==> config.mk <==
export PLATFORM = sky130hd
export DESIGN_NAME = rtc_bcd_serial_readout
export DESIGN_NICKNAME = d
export VERILOG_FILES = /design/src/rtl/core/rbsr_pkg.sv /design/src/rtl/core/rbsr_cell.sv /design/src/rtl/core/rbsr_ctrl.sv /design/src/rtl/core/rtc_bcd_serial_readout.sv
export SDC_FILE = /design/constraint.sdc
export NUM_CORES = 1
export LEC_CHECK = 0
export BUFFER_PORTS_ARGS = -buffer_cell sky130_fd_sc_hd__buf_4
export CAP_MARGIN = 20
export CORE_MARGIN = 2
export CORE_UTILIZATION = 30
export CTS_BUF_LIST = sky130_fd_sc_hd__clkbuf_8 sky130_fd_sc_hd__clkbuf_16
export DETAILED_ROUTE_END_ITERATION = 7
export SYNTH_ARGS = -nofsm -noshare
export SYNTH_HDL_FRONTEND = slang
export SYNTH_SLANG_ARGS = --single-unit
export TNS_END_PERCENT = 5
==> constraint.sdc <==
create_clock -name clk_i -period 1.77 [get_ports clk_i]
set_input_delay 0 -clock clk_i [delete_from_list [all_inputs] [get_ports clk_i]]
set_output_delay 0 -clock clk_i [all_outputs]
set_load 0.01 [all_outputs]
==> src/rtl/core/rbsr_pkg.sv <==
// ----------------------------------------------------------------------------
// rbsr_pkg
// Shared constants, types and BCD helpers for the serial time readout.
// ----------------------------------------------------------------------------
package rbsr_pkg;

  localparam int unsigned WORD_BITS = 40;

  localparam logic [2:0] CMD_SHIFT     = 3'd1;
  localparam logic [2:0] CMD_TIME_READ = 3'd3;

  localparam int unsigned BIT_CLOCK  = 1;
  localparam int unsigned BIT_STROBE = 2;
  localparam int unsigned CMD_LSB    = 3;
  localparam int unsigned CMD_MSB    = 5;

  typedef struct packed {
    logic load;
    logic shift;
  } rbsr_ctl_t;

  // split a value below 64 into tens and ones nibbles
  function automatic logic [7:0] bcd_split(input logic [5:0] v);
    logic [13:0] p;
    logic [3:0]  tens;
    logic [7:0]  prod;
    logic [5:0]  ones;
    p    = 14'(v) * 14'd205;
    tens = {1'b0, p[13:11]};
    prod = 8'(tens) * 8'd10;
    ones = v - prod[5:0];
    return {tens, ones[3:0]};
  endfunction

  function automatic logic [WORD_BITS-1:0] build_word(
    input logic [5:0] sec,
    input logic [5:0] min,
    input logic [4:0] hr,
    input logic [4:0] dom,
    input logic [2:0] dow,
    input logic [3:0] mon
  );
    logic [7:0] s;
    logic [7:0] m;
    logic [7:0] h;
    logic [7:0] d;
    s = bcd_split(sec);
    m = bcd_split(min);
    h = bcd_split({1'b0, hr});
    d = bcd_split({1'b0, dom});
    return {mon, {1'b0, dow}, d, h, m, s};
  endfunction

endpackage

==> src/rtl/core/rbsr_cell.sv <==
// ----------------------------------------------------------------------------
// rbsr_cell
// Time chain bit: load, load and shift, shift from the upper neighbour, hold.
// ----------------------------------------------------------------------------
module rbsr_cell
  import rbsr_pkg::*;
(
  input  logic      clk_i,
  input  logic      rst_ni,
  input  rbsr_ctl_t ctl_i,
  input  logic      load_bit_i,
  input  logic      load_next_i,
  input  logic      shift_in_i,
  output logic      bit_o
);

  logic bit_q;
  logic bit_d;

  always_comb begin
    bit_d = bit_q;
    if (ctl_i.load && ctl_i.shift) begin
      bit_d = load_next_i;
    end else if (ctl_i.load) begin
      bit_d = load_bit_i;
    end else if (ctl_i.shift) begin
      bit_d = shift_in_i;
    end
  end

  always_ff @(posedge clk_i or negedge rst_ni) begin
    if (!rst_ni) begin
      bit_q <= 1'b0;
    end else begin
      bit_q <= bit_d;
    end
  end

  assign bit_o = bit_q;

endmodule

==> src/rtl/core/rbsr_ctrl.sv <==
// ----------------------------------------------------------------------------
// rbsr_ctrl
// Control byte decoding: strobe and clock edge detection, command latch.
// ----------------------------------------------------------------------------
module rbsr_ctrl
  import rbsr_pkg::*;
(
  input  logic       clk_i,
  input  logic       rst_ni,
  input  logic       accept_i,
  input  logic       mode_i,
  input  logic [7:0] write_data_i,
  output rbsr_ctl_t  ctl_o
);

  logic       strobe_q, strobe_d;
  logic       clock_q, clock_d;
  logic [2:0] cmd_q, cmd_d;
  logic       write;
  logic       strobe_rise;
  logic       clock_rise;

  always_comb begin
    write       = accept_i && mode_i;
    strobe_rise = write_data_i[BIT_STROBE] && !strobe_q;
    clock_rise  = write_data_i[BIT_CLOCK] && !clock_q;
    strobe_d    = strobe_q;
    clock_d     = clock_q;
    cmd_d       = cmd_q;
    if (write) begin
      strobe_d = write_data_i[BIT_STROBE];
      clock_d  = write_data_i[BIT_CLOCK];
      if (strobe_rise) begin
        cmd_d = write_data_i[CMD_MSB:CMD_LSB];
      end
    end
    ctl_o.load  = write && strobe_rise && (cmd_d == CMD_TIME_READ);
    ctl_o.shift = write && clock_rise && ((cmd_d == CMD_SHIFT) || (cmd_d == CMD_TIME_READ));
  end

  always_ff @(posedge clk_i or negedge rst_ni) begin
    if (!rst_ni) begin
      strobe_q <= 1'b0;
      clock_q  <= 1'b0;
      cmd_q    <= 3'd0;
    end else begin
      strobe_q <= strobe_d;
      clock_q  <= clock_d;
      cmd_q    <= cmd_d;
    end
  end

endmodule

==> src/rtl/core/rtc_bcd_serial_readout.sv <==
// ----------------------------------------------------------------------------
// rtc_bcd_serial_readout
// Bus-side serial clock chip: BCD time word shifted out one bit per clock.
// ----------------------------------------------------------------------------
// Each input transfer is one bus access: a read of the data register
// (mode 0) or a write of the control byte (mode 1). A rising strobe latches
// the command; the time-read command loads the 40-bit BCD time word from
// the time fields into a row of one-bit cells. A rising clock under the
// shift or time-read command moves the row down one cell, zeros entering
// at the top, so the word runs out to 0 after its last bit.
// Every input transfer gives one output transfer whose read_data carries
// the bottom cell in bit 7; bits 6..0 are 0.
// The result is registered and valid in the cycle after the input transfer.
// A new access is taken every cycle while in_stall_o is low; the rate is
// set by the single output register. While the receiver stalls, the pending
// result holds and in_stall_o is raised, so at most one result is ever held.
// Reset clears the edge detectors, the command, the cells and the output.
// ----------------------------------------------------------------------------
module rtc_bcd_serial_readout
  import rbsr_pkg::*;
(
  input  logic       clk_i,
  input  logic       rst_ni,
  input  logic       in_valid_i,
  output logic       in_stall_o,
  input  logic       mode_i,
  input  logic [7:0] write_data_i,
  input  logic [5:0] second_i,
  input  logic [5:0] minute_i,
  input  logic [4:0] hour_i,
  input  logic [4:0] day_of_month_i,
  input  logic [2:0] day_of_week_i,
  input  logic [3:0] month_i,
  output logic       out_valid_o,
  input  logic       out_stall_i,
  output logic [7:0] read_data_o
);

  logic                 accept;
  rbsr_ctl_t            ctl;
  logic [WORD_BITS-1:0] word;
  logic [WORD_BITS:0]   word_ext;
  logic [WORD_BITS:0]   chain;
  logic                 next_bit;
  logic                 out_valid_q, out_valid_d;
  logic                 out_bit_q, out_bit_d;

  assign in_stall_o = out_valid_q && out_stall_i;
  assign accept     = in_valid_i && !in_stall_o;

  assign word     = build_word(second_i, minute_i, hour_i, day_of_month_i,
                               day_of_week_i, month_i);
  assign word_ext = {1'b0, word};
  assign chain[WORD_BITS] = 1'b0;

  rbsr_ctrl u_ctrl (
    .clk_i        (clk_i),
    .rst_ni       (rst_ni),
    .accept_i     (accept),
    .mode_i       (mode_i),
    .write_data_i (write_data_i),
    .ctl_o        (ctl)
  );

  for (genvar i = 0; i < WORD_BITS; i++) begin : g_cell
    rbsr_cell u_cell (
      .clk_i       (clk_i),
      .rst_ni      (rst_ni),
      .ctl_i       (ctl),
      .load_bit_i  (word_ext[i]),
      .load_next_i (word_ext[i+1]),
      .shift_in_i  (chain[i+1]),
      .bit_o       (chain[i])
    );
  end

  always_comb begin
    if (ctl.load && ctl.shift) begin
      next_bit = word_ext[1];
    end else if (ctl.load) begin
      next_bit = word_ext[0];
    end else if (ctl.shift) begin
      next_bit = chain[1];
    end else begin
      next_bit = chain[0];
    end
    out_valid_d = out_valid_q;
    out_bit_d   = out_bit_q;
    if (accept) begin
      out_valid_d = 1'b1;
      out_bit_d   = next_bit;
    end else if (!out_stall_i) begin
      out_valid_d = 1'b0;
    end
  end

  always_ff @(posedge clk_i or negedge rst_ni) begin
    if (!rst_ni) begin
      out_valid_q <= 1'b0;
      out_bit_q   <= 1'b0;
    end else begin
      out_valid_q <= out_valid_d;
      out_bit_q   <= out_bit_d;
    end
  end

  assign out_valid_o = out_valid_q;
  assign read_data_o = {out_bit_q, 7'd0};

endmodule

== Word-level counts from Yosys, hierarchy flattened ==
Cells that the tools add are included.
Storage, ports and cells
  input bits: 42
  output and inout port bits: 10
  bits in registers: 47
  word-level logic and storage cells: 199
Operators by class
  eq/ne operators: 3
  add/subtract/negate cells: 4
  reduce and logical (&&, ||, !) cells: 15
  muxes and demuxes: 124
  multipliers: 8
Operators by type and width (count)
  2-to-1 mux 1 bit: 122
  multiplier 6 x 8 -> 14 bit (second input constant): 2
  multiplier 5 x 8 -> 13 bit (second input constant): 2
  subtractor 4 bit: 4
  logical AND 1 bit: 10
  multiplier 2 x 3 -> 3 bit (second input constant): 2
  multiplier 3 x 3 -> 3 bit (second input constant): 2
  2-to-1 mux 3 bit: 2
  equality test 3 x 1 -> 1 bit (second input constant): 1
  equality test 3 x 2 -> 1 bit (second input constant): 1
  zero test 1 bit: 3
  nonzero test 3 bit: 1
  inequality test 2 x 1 -> 1 bit (second input constant): 1
  logical OR 1 bit: 1

== Depth between registers and ports, before layout ==
  depth in word-level cells: 11
  depth in mapped cells: 20
  gate-level depth less buffers: 20

== By module ==
From an unflattened synthesis, not the netlist that was laid out.
Unflattened totals
  cells, all modules: 378
  area total of the unflattened synthesis: 4767.1 um^2
Modules (own cells, without submodules)
  rtc_bcd_serial_readout: cells an instance 282, area each 2647.5 um^2, seq. area each 50.0 um^2, instances 1
  rbsr_cell: cells an instance 2, area each 47.5 um^2, seq. area each 25.0 um^2, instances 40
  rbsr_ctrl: cells an instance 16, area each 217.7 um^2, seq. area each 100.1 um^2, instances 1

== Worst setup path before layout ==
OpenSTA, ideal clock, no wires.
  kind: input -> register
  start: input second_i[4]
  end: register g_cell[3].u_cell.bit_q
  data arrival time: 3765 ps
  library setup time: 72 ps
  setup slack: -2067 ps
  buffers on the path: 0
  stages on the path: 16
  data required time: 1698 ps
  path through: inv_1 > ha_1 > inv_1 > fa_1 > fa_1 > ha_1 > a211oi_2 > nor2_1 > a211o_4 > xor2_4 > ha_1 > fa_1 > xor2_1 > nor3_1 > mux4_2 > nor2_1
On the way
  longest elaborated chain between the ends: 5
RTL lines
  from (decl): line rtc_bcd_serial_readout.sv:28  | input logic [5:0] second_i,
  multiplier 6 x 8 -> 14 bit (*): line rbsr_pkg.sv:28  | p = 14'(v) * 14'd205;
  multiplier 3 x 3 -> 3 bit: line rbsr_pkg.sv:30  | prod = 8'(tens) * 8'd10;
  subtractor 4 bit: line rbsr_pkg.sv:31  | ones = v - prod[5:0];
  2-to-1 mux 1 bit: line rbsr_cell.sv:24  | end else if (ctl_i.load) begin
  2-to-1 mux 1 bit (*): line rbsr_cell.sv:22  | if (ctl_i.load && ctl_i.shift) begin
  to (signal assigned): line rbsr_cell.sv:35  | bit_q <= bit_d;
  to (decl): line rbsr_cell.sv:17  | logic bit_q;
Mark *: on every way between the ends. The rest lies on a longest branch, timed or not.
A chain may end at the register's enable or synchronous reset.

== Worst setup path after layout ==
Ends and elaborated chain as after synthesis.

==> reports/metrics.yaml <==
min_period_ns: 3.41
wirelength_um: 12300
rows: 47
path_max_fanout: 4
clk_pin_slew_worst_paths_ns: 0.07
violations: "setup timing"
cts_buffer_depth: 2
yosys.cell_types.count: 69
numCtsBuffers: 5
overflow: 0
dp_hpwl_um: 9440
max_freq_mhz: 293
syn_area_per_cell_um2: 9.21
crit_arrival_ns: 3.64
io_pins: 52
ys_warn_count: 0
drt_drc_violations_left: 0
place_congestion: 0.819
maxCapViolCount: 0
min_to: "g_cell[31].u_cell.bit_o$_DFFE_PN0P_"
firstDrtPassIters: 5
core_area_mm2: 0.0165
rsz0062_at_grt: "yes"
post-route-period-util_pct: 193
hold_viol_final: 0
avgRoutedWirePerCell_um: 13.3
ant_nets: 0
power.density_mw_per_mm2: 777
via_count: 4429
area_growth_pct: 45.1
portBuffers: 41
drive_above_1_share_pct: 40.4
grt_max_degree: 47
use_met3_pct: 1.26
ys_ff_latch: 46
slew_viol_final: 0
critPathSlowestCell: "fa_1"
die_y_um: 133
grt_pass1_wl_um: 21500
fp.dieArea_mm2: 0.0177
initial_utilization_pct: 30.4
insertion_delay_ns: 0.29
hold_start: "day_of_week_i[0]"
max_stage_delay_ns: 0.50
whs_ns: 0.00867
detail_route.vias_per_cell: 4.79
path_cells: "buf_4, ha_1, fa_1, ha_4, ha_4, a21oi_4, o41ai_4, a211o_4, xor2_4, ha_2, fa_2, xor2_2, nor3_1, mux4_2, nor2_1"
drtIter0Drc: 157
antenna_cells: 0
grt_pass1_vias: 4621
use_met2_pct: 25.3
syn_inst: 543
netlist_area_mm2: 0.00500
tightest_slew_ns: 0.608
ys_seq_area_share_pct: 23.0
r2r-end: "g_cell[11].u_cell.bit_o$_DFFE_PN0P_"
synth_edf_count: 0
rrSetupSlack_ns: -0.14
cts_root_buf: "clkbuf_16"
nFillCells: 1596
path_class: "input port to register"
cp_common_cell: "ha_4"
cts_tree: "built"
grt.total_usage_pct: 14.4
finalSetupViolations: 28
status: "finished, violations left"
hold_class: "input port to register"
slew_headroom_pct: 59.5
r2r_cells: 6
fp.dieW_um: 133
worst_slack_ns: -1.64
nets: 859
use_met1_pct: 19.3
fin_util_pct: 44.1
antenna_found_initial: 0
r2r_start: "u_ctrl.strobe_q$_DFFE_PN0P_"
worstHoldPathCells: 3
top_usage_layer: "met2"
finClkSkew_ns: 0.0103
worst_setup_path_start_kind: "input port"
power_leakage_nw: 3.46
async_reset_ff_share_pct: 100
synth_flop_cell: "dfrtp_1"
htree_levels: 2
ir_drop_mv: 0.450
cts_sinks: 46
crit_required_ns: 2.00
critPathCaptureType: "register"
[where the power goes]
group	internal, mW	switching [mW]
registers	1.38	0.170
logic	1.62	1.41
clock network	0.661	0.401
[state kept, by name (all words and copies together), names as in the netlist]
register	cells
g_cell.u_cell.bit_o	40
u_ctrl.clock_q	1
u_ctrl.cmd_q	2
u_ctrl.strobe_q	1
out_bit_q	1
out_valid_o	1
[repair_timing]
action	CTS	global route
pin swaps	36	21
hold endpoints to repair	52	0
resized for setup	56	34
setup endpoints to repair	38	40
setup buffers	11	4
hold buffers	8	0
[layer usage]
metal | vias up | wire length, um
met4 | 0 | 123
met2 | 61 | 6210
met5 | - | 0
met1 | 2163 | 5710
met3 | 8 | 269
li1 | 2197 | -
[cell usage in the layout (no fill, tap or decap), types with 9 or more instances in the layout]
master / instances
fa_1: 13
o21ai_1: 13
nand2_1: 94
buf_4: 156
xnor2_1: 10
ha_4: 20
ha_1: 71
inv_1: 34
nor2_1: 20
a31oi_1: 16
dfrtp_1: 46
inv_2: 9
a21oi_1: 16
[worst max path at each step]
stage | startpoint | endpoint | slack, ns | depth (start not counted)
finish | second_i[4] | g_cell[3].u_cell.bit_o$_DFFE_PN0P_ | -1.64 | 15
global route | day_of_month_i[3] | g_cell[27].u_cell.bit_o$_DFFE_PN0P_ | -1.75 | 19
CTS | minute_i[1] | g_cell[11].u_cell.bit_o$_DFFE_PN0P_ | -1.61 | 15
detailed placement | minute_i[4] | g_cell[11].u_cell.bit_o$_DFFE_PN0P_ | -2.16 | 17
global placement | minute_i[4] | g_cell[11].u_cell.bit_o$_DFFE_PN0P_ | -2.05 | 17
floorplan | second_i[4] | g_cell[3].u_cell.bit_o$_DFFE_PN0P_ | -1.82 | 16
[cell usage after synthesis, drive strengths merged, types with 2 or more instances]
cell / count / area [um2]
or2: 2 / 12.5
a221oi: 2 / 23.8
nand2: 98 / 373
clkbuf: 7 / 26.3
nand3b: 2 / 15.0
and3: 6 / 37.5
a2111oi: 2 / 42.5
o22ai: 5 / 31.3
nand2b: 7 / 43.8
and2: 4 / 27.5
a31oi: 17 / 106
a211oi: 9 / 77.6
a22o: 2 / 17.5
inv: 44 / 165
nor2: 25 / 93.8
o31ai: 2 / 15.0
a211o: 2 / 26.3
mux2: 4 / 45.0
nand4: 3 / 18.8
buf: 20 / 148
dfrtp: 46 / 1150
a21oi: 22 / 118
and4: 4 / 41.3
nor4: 3 / 33.8
o221ai: 2 / 17.5
ha: 93 / 1160
xnor2: 17 / 149
nor3: 8 / 50.1
xor2: 9 / 105
o21ai: 21 / 113
fa: 20 / 400
nand3: 7 / 35.0
a21o: 4 / 30.0
mux2i: 8 / 80.1
[cell type report]
type / count / area [um2] / share of cell area [%]
clock buffer: 5 / 125 / 1.72
sequential: 46 / 1150 / 15.9
tap: 220 / 275 / 3.79
timing repair buffer: 175 / 1410 / 19.4
multi-input combinational: 432 / 4090 / 56.3
clock inverter: 3 / 41.3 / 0.569
inverter: 44 / 175 / 2.41
[worst max-delay path: cells and delay by family]
kind                     cells  cell delay [ns]
AO/OA/AOI/OAI                3             0.66
AND/OR/NAND/NOR              2             0.16
buffers and inverters        1             0.14
adder cells (fa/ha/maj)      6             1.91
XOR/XNOR                     2             0.35
multiplexers                 1             0.44
[logic make-up (layout without fill, tap and decap cells)]
family	count (synthesis)	in the layout	share of synthesized area (%)
xor+xnor	26	26	5.08
flops	46	46	23.0
simple gates	171	171	16.2
buf+inv	71	227	6.78
compound gates	102	102	14.6
other cells	1	7	0.0749
mux	13	13	2.95
fa+ha+maj	113	113	31.3
[through the flow]
step / setup WS [ns] / TNS, ns / total power, mW / cell area [um2] / cells
2_1_floorplan: -1.82 / -33.13 / 3.19 / 5110 / 549
3_3_place_gp: -2.05 / -40.05 / 3.95 / 6380 / 894
3_5_place_dp: -2.16 / -42.41 / 4.07 / 6380 / 894
4_1_cts: -1.61 / -30.64 / 5.51 / 7060 / 921
5_1_grt: -1.75 / -34.69 / 6.11 / 7260 / 925
6_report: -1.64 / -30.23 / 5.64 / 7260 / 925
(Power assumes the default switching activity.)
